`src/rtl/csw_sqrt_pipe.sv`:
```
// pipelined restoring integer square root, one root bit per stage
`timescale 1ns / 1ps

module csw_sqrt_pipe #(
	parameter int X_W    = 58,
	parameter int SIDE_W = 8
) (
	input  logic               clk,
	input  logic               arst_n,
	input  logic               en,
	input  logic               in_valid,
	input  logic [X_W-1:0]     x,
	input  logic [SIDE_W-1:0]  side_in,
	output logic               out_valid,
	output logic [X_W/2-1:0]   root,
	output logic [SIDE_W-1:0]  side_out
);

	localparam int R_W   = X_W / 2;
	localparam int REM_W = R_W + 1;

	logic               v_s    [R_W];
	logic [X_W-1:0]     x_s    [R_W];
	logic [REM_W-1:0]   rem_s  [R_W];
	logic [R_W-1:0]     root_s [R_W];
	logic [SIDE_W-1:0]  side_s [R_W];

	for (genvar k = 0; k < R_W; k++) begin : g_st
		logic               vp;
		logic [X_W-1:0]     xp;
		logic [REM_W-1:0]   rp;
		logic [R_W-1:0]     qp;
		logic [SIDE_W-1:0]  sp;
		logic [REM_W+1:0]   sh;
		logic [REM_W+1:0]   tr;
		logic               ge;

		if (k == 0) begin : g_first
			assign vp = in_valid;
			assign xp = x;
			assign rp = '0;
			assign qp = '0;
			assign sp = side_in;
		end else begin : g_next
			assign vp = v_s[k-1];
			assign xp = x_s[k-1];
			assign rp = rem_s[k-1];
			assign qp = root_s[k-1];
			assign sp = side_s[k-1];
		end

		assign sh = {rp, xp[X_W-1 -: 2]};
		assign tr = (REM_W+2)'({qp, 2'b01});
		assign ge = (sh >= tr);

		always_ff @(posedge clk or negedge arst_n) begin
			if (!arst_n)
				v_s[k] <= 1'b0;
			else if (en)
				v_s[k] <= vp;
		end

		always_ff @(posedge clk) begin
			if (en) begin
				x_s[k]    <= xp << 2;
				rem_s[k]  <= REM_W'(ge ? sh - tr : sh);
				root_s[k] <= {qp[R_W-2:0], ge};
				side_s[k] <= sp;
			end
		end
	end

	assign out_valid = v_s[R_W-1];
	assign root      = root_s[R_W-1];
	assign side_out  = side_s[R_W-1];

endmodule

```
`config.mk`:
```
export PLATFORM = sky130hd
export DESIGN_NAME = csw_sqrt_pipe
export DESIGN_NICKNAME = d
export VERILOG_FILES = /design/src/rtl/csw_sqrt_pipe.sv
export SDC_FILE = /design/constraint.sdc
export NUM_CORES = 2
export LEC_CHECK = 0
export BUFFER_PORTS_ARGS = -buffer_cell sky130_fd_sc_hd__buf_2
export CAP_MARGIN = 20
export CORE_MARGIN = 2
export CORE_UTILIZATION = 35
export DETAILED_ROUTE_END_ITERATION = 7
export PLACE_DENSITY = 0.53
export SLEW_MARGIN = 20
export SYNTH_ARGS = -nofsm -noshare
export SYNTH_HDL_FRONTEND = slang
export SYNTH_SLANG_ARGS = --single-unit
export TNS_END_PERCENT = 5
```
`constraint.sdc`:
```
create_clock -name clk -period 3.4 [get_ports clk]
set_input_delay 0.68 -clock clk [delete_from_list [all_inputs] [get_ports clk]]
set_output_delay 0.68 -clock clk [all_outputs]
set_load 0.02 [all_outputs]
```
==> impl_results.md <==
* Cell Count, Final, Fillers Out at 12,376
* Max Cap Violations at 0
* Clk root buf: clkbuf_16
* Max Root-Sink Buffers at 4
* Core Area at slightly below 300,000 um^2
* Slew @ Worst Pin at ~1.0 ns
* Vias in the first global route at just over 60,000
* Setup TNS at 0 ns
* Most frequent cells in the layout: edfxtp_1 (2,277), inv_1 (598), nand2_1 (504)
* Net Sw Frac at between 20% and 30%
* Crit-path max cell delay at 0.39 ns
* Largest net degree at the start of global routing at 126
* Placed Cells at ~12,000
* Die Span Y at between 500 and 600 um
* Sequential share of power at between 40% and 50%
* Clock network power share at 35.0%
* Initial Utilization at between 30% and 40%
* Die Width at ~550 um
* CTS buffer count at roughly 270
* Worst r2r path cells at 11
* IO buf count at 107
* HP Start: x[56]
* IO Pins at approximately 110
* Detailed placement HPWL at around 150,000 um
* Vias per cell at 4.86
* Final Cycle Share at slightly below 100%
* Layout net count at 8,779
* Most common cell after layout, fill and taps aside: edfxtp_1
* Mapped Nets at about 8,100
* Worst Hold Depth at 2
* EDFF count, synth at approximately 2,300
* CP required at approximately 4.0 ns
* RSZ-0062 raised after global routing: yes
* Global-route wire length before repair at ~330,000 um
* Hold Path End: rem_s[0][0]
* Drt drc at 0
* Clk Latency, worst-skew pair at slightly below 0.9 ns
* Leak Pwr at around 46 nW
* Clock transition at path regs at 0.06 ns
* Hold WC Path Type: in2reg
* Unique masters post-synth at ~90
* # rows at around 200
* RR Endpoint: rem_s[10][52]
* GRT Overall Usage at about 14%
* CP endpoint kind: flop
* Initial antenna violation count at 2
* Cell family with most CP delay: compound AO/OA/AOI/OAI gates
* Max Fclk at approximately 0.3 GHz
* Post-synthesis instance total at between 7,000 and 8,000
* Max VDD drop at ~0.43 mV
* Pwr dens at between 600 and 700 nW/um^2
* Crit path max fanout at 5
* Synth Register Bits at roughly 2,300
* Comb pwr share at ~19%
* Worst Path Arrival at approximately 3.9 ns
* RePlAce Congestion at between 0.8 and 0.9
* Post-route minimum period at roughly 3.3 ns
* Cell area after synthesis at 103,000 um^2
* Post-synth ARST share at roughly 1.3%
* CP Depth at 11
* Status: completed
* Area grow syn2layout at 17.4%
* CTS sink cnt at about 2,300
* Die Area at slightly below 300,000 um^2
* Layout cell share with drive strength beyond 1 at 12.4%
* DR vias at about 60,000
* Register area share after synthesis at 67.1%
* CTS tree: built
* Synth warn at 0
* Reg2Reg Setup Slack at ~0.11 ns
* CTS H-tree depth at 5
* DRT iter0 DRCs at 3,903
* CP Launch Type: flop
* Total gr overflow at 0
* Slowest cell on crit path: edfxtp_1
* Kind of critical path: reg2reg
* Avg Synthesized Cell Area at ~14 um^2
* CP Cell Sequence: ha_1, nor2b_1, o31a_1, o41a_1, o311ai_1, a21oi_1, a211oi_1, buf_4, o21bai_1, xnor2_1, o21ai_0
* Pins Over Slew Limit at 0
* Detailed Routing Iterations Pass 1 at 6
* Setup Viol. Count Final at 0
* Final-report hold violation count at 0
* Main synth FF type: edfxtp_1
* Final WL at about 210,000 um
* Reg2reg start: rem_s[10][0]
* Net load switching power at 21.9 mW
* Slew headroom at between 20% and 30%
* Routed len/inst at approximately 17 um
* Fin Clk Skew at about 0.056 ns
* Bufs and invs on worst path at 1
* Int Power at between 50 and 60 mW
* Routed Antenna Nets at 0
[worst max-delay path by stage]
stage / endpoint / from / slack, ns
CTS: rem_s[7][26] / root_s[6][29] / -0.02
finish: rem_s[10][52] / rem_s[10][0] / 0.11
global route: rem_s[10][52] / rem_s[10][0] / -0.08
global placement: rem_s[13][48] / rem_s[13][21] / -0.31
detailed placement: rem_s[13][48] / rem_s[13][21] / -0.29
floorplan: rem_s[9][23] / rem_s[8][35] / 0.23
[registers in the layout (all words and copies together), names as in the netlist]
signal,count
x_s,812
side_s,232
rem_s,798
out_valid,1
g_st.vp,28
root_s,435
[area by class of cell]
class | count | area [um^2]
clock inverter | 157 | 1430
sequential | 2306 | 69100
inverter | 603 | 2260
antenna | 1 | 2.50
fill | 27109 | 172000
timing repair buffer | 515 | 4420
tap | 3919 | 4900
multi-input combinational | 4546 | 31500
clock buffer | 329 | 7250
[routing by layer]
layer  routed length, um  up-vias  global-route usage [%]  share of wire, %
met5                   0        -                       0                 0
met4                7710        0                    5.31               3.7
met3                7900      411                    2.18               3.8
met2               99800     1046                    23.1                48
met1               94300    29120                    18.0                45
li1                    -    29568                       -                 -
[cell families (layout without fill, tap and decap cells)]
kind of cell               after synthesis  in the layout  share of synthesized area (%)
DFF                                   2306           2306                           67.1
and+or+nand+nor                       1830           1830                           8.77
AOI/OAI and AO/OA                     1514           1514                           9.23
buffers and inverters                  746           1604                           2.75
xor gates and xnor gates               651            651                           5.54
adders and majority gates              466            466                           5.66
muxes                                   84             84                          0.912
other                                    1              2                        0.00364
[through the flow]
stage	setup WS, ns	area [um^2]	hold slack (ns)	power [mW]	util, %
floorplan	0.226	103000	0.384	47.6	-
global placement	-0.311	111000	0.400	52.7	37.9
detailed placement	-0.292	111000	0.405	53.0	37.9
CTS	-0.0239	120000	0.00255	82.0	41.1
global route	-0.0813	121000	0.0577	85.3	41.2
finish	0.113	121000	0.0990	80.9	41.2
[synth_stat cells, types with 10 or more instances]
library cell / count / area, um^2
a2111oi_0: 12 / 105
o2111ai_1: 15 / 131
and2_1: 22 / 138
a211o_1: 12 / 105
a31o_2: 15 / 131
mux2_2: 78 / 878
nand4_1: 76 / 475
o21bai_1: 42 / 315
nand2_1: 505 / 1900
a211oi_1: 41 / 308
nand3b_1: 23 / 173
a21oi_1: 446 / 2230
nand3_1: 102 / 510
nand4b_1: 13 / 114
or2_2: 29 / 181
or3_1: 70 / 438
nor2b_1: 56 / 350
o211ai_1: 33 / 248
edfxtp_1: 2277 / 68400
nor3_1: 178 / 891
o21ai_0: 374 / 1870
buf_2: 10 / 50.1
a31oi_1: 37 / 231
xnor2_1: 332 / 2910
nor2_1: 433 / 1630
and4_1: 11 / 96.3
or4_1: 50 / 375
nor4_1: 104 / 651
and3_1: 26 / 163
o311ai_0: 10 / 87.6
ha_1: 466 / 5830
dfrtp_1: 29 / 726
inv_1: 599 / 2250
o31ai_1: 56 / 420
clkbuf_1: 123 / 462
a21o_1: 212 / 1590
nor3b_1: 21 / 158
o21a_1: 85 / 638
a21boi_0: 16 / 120
xor2_1: 319 / 2790
nand2b_1: 78 / 488
[power groups by stage]
stage,sequential (mW),combinational [mW],clock [mW]
floorplan,37.4,10.2,0
global placement,38.2,14.5,0
detailed placement,38.3,14.7,0
CTS,37.7,14.9,29.4
global route,38.1,16.7,30.5
finish,37.7,14.9,28.3
[repair_timing]
item / CTS / global route
pin swaps: 2 / 5
gates resized for setup: 12 / 86
endpoints found under the hold margin: 95 / 0
buffers inserted: 1 / 5
hold buffers: 68 / 0
endpoints found under the setup margin: 41 / 192
(Power assumes the default switching activity.)
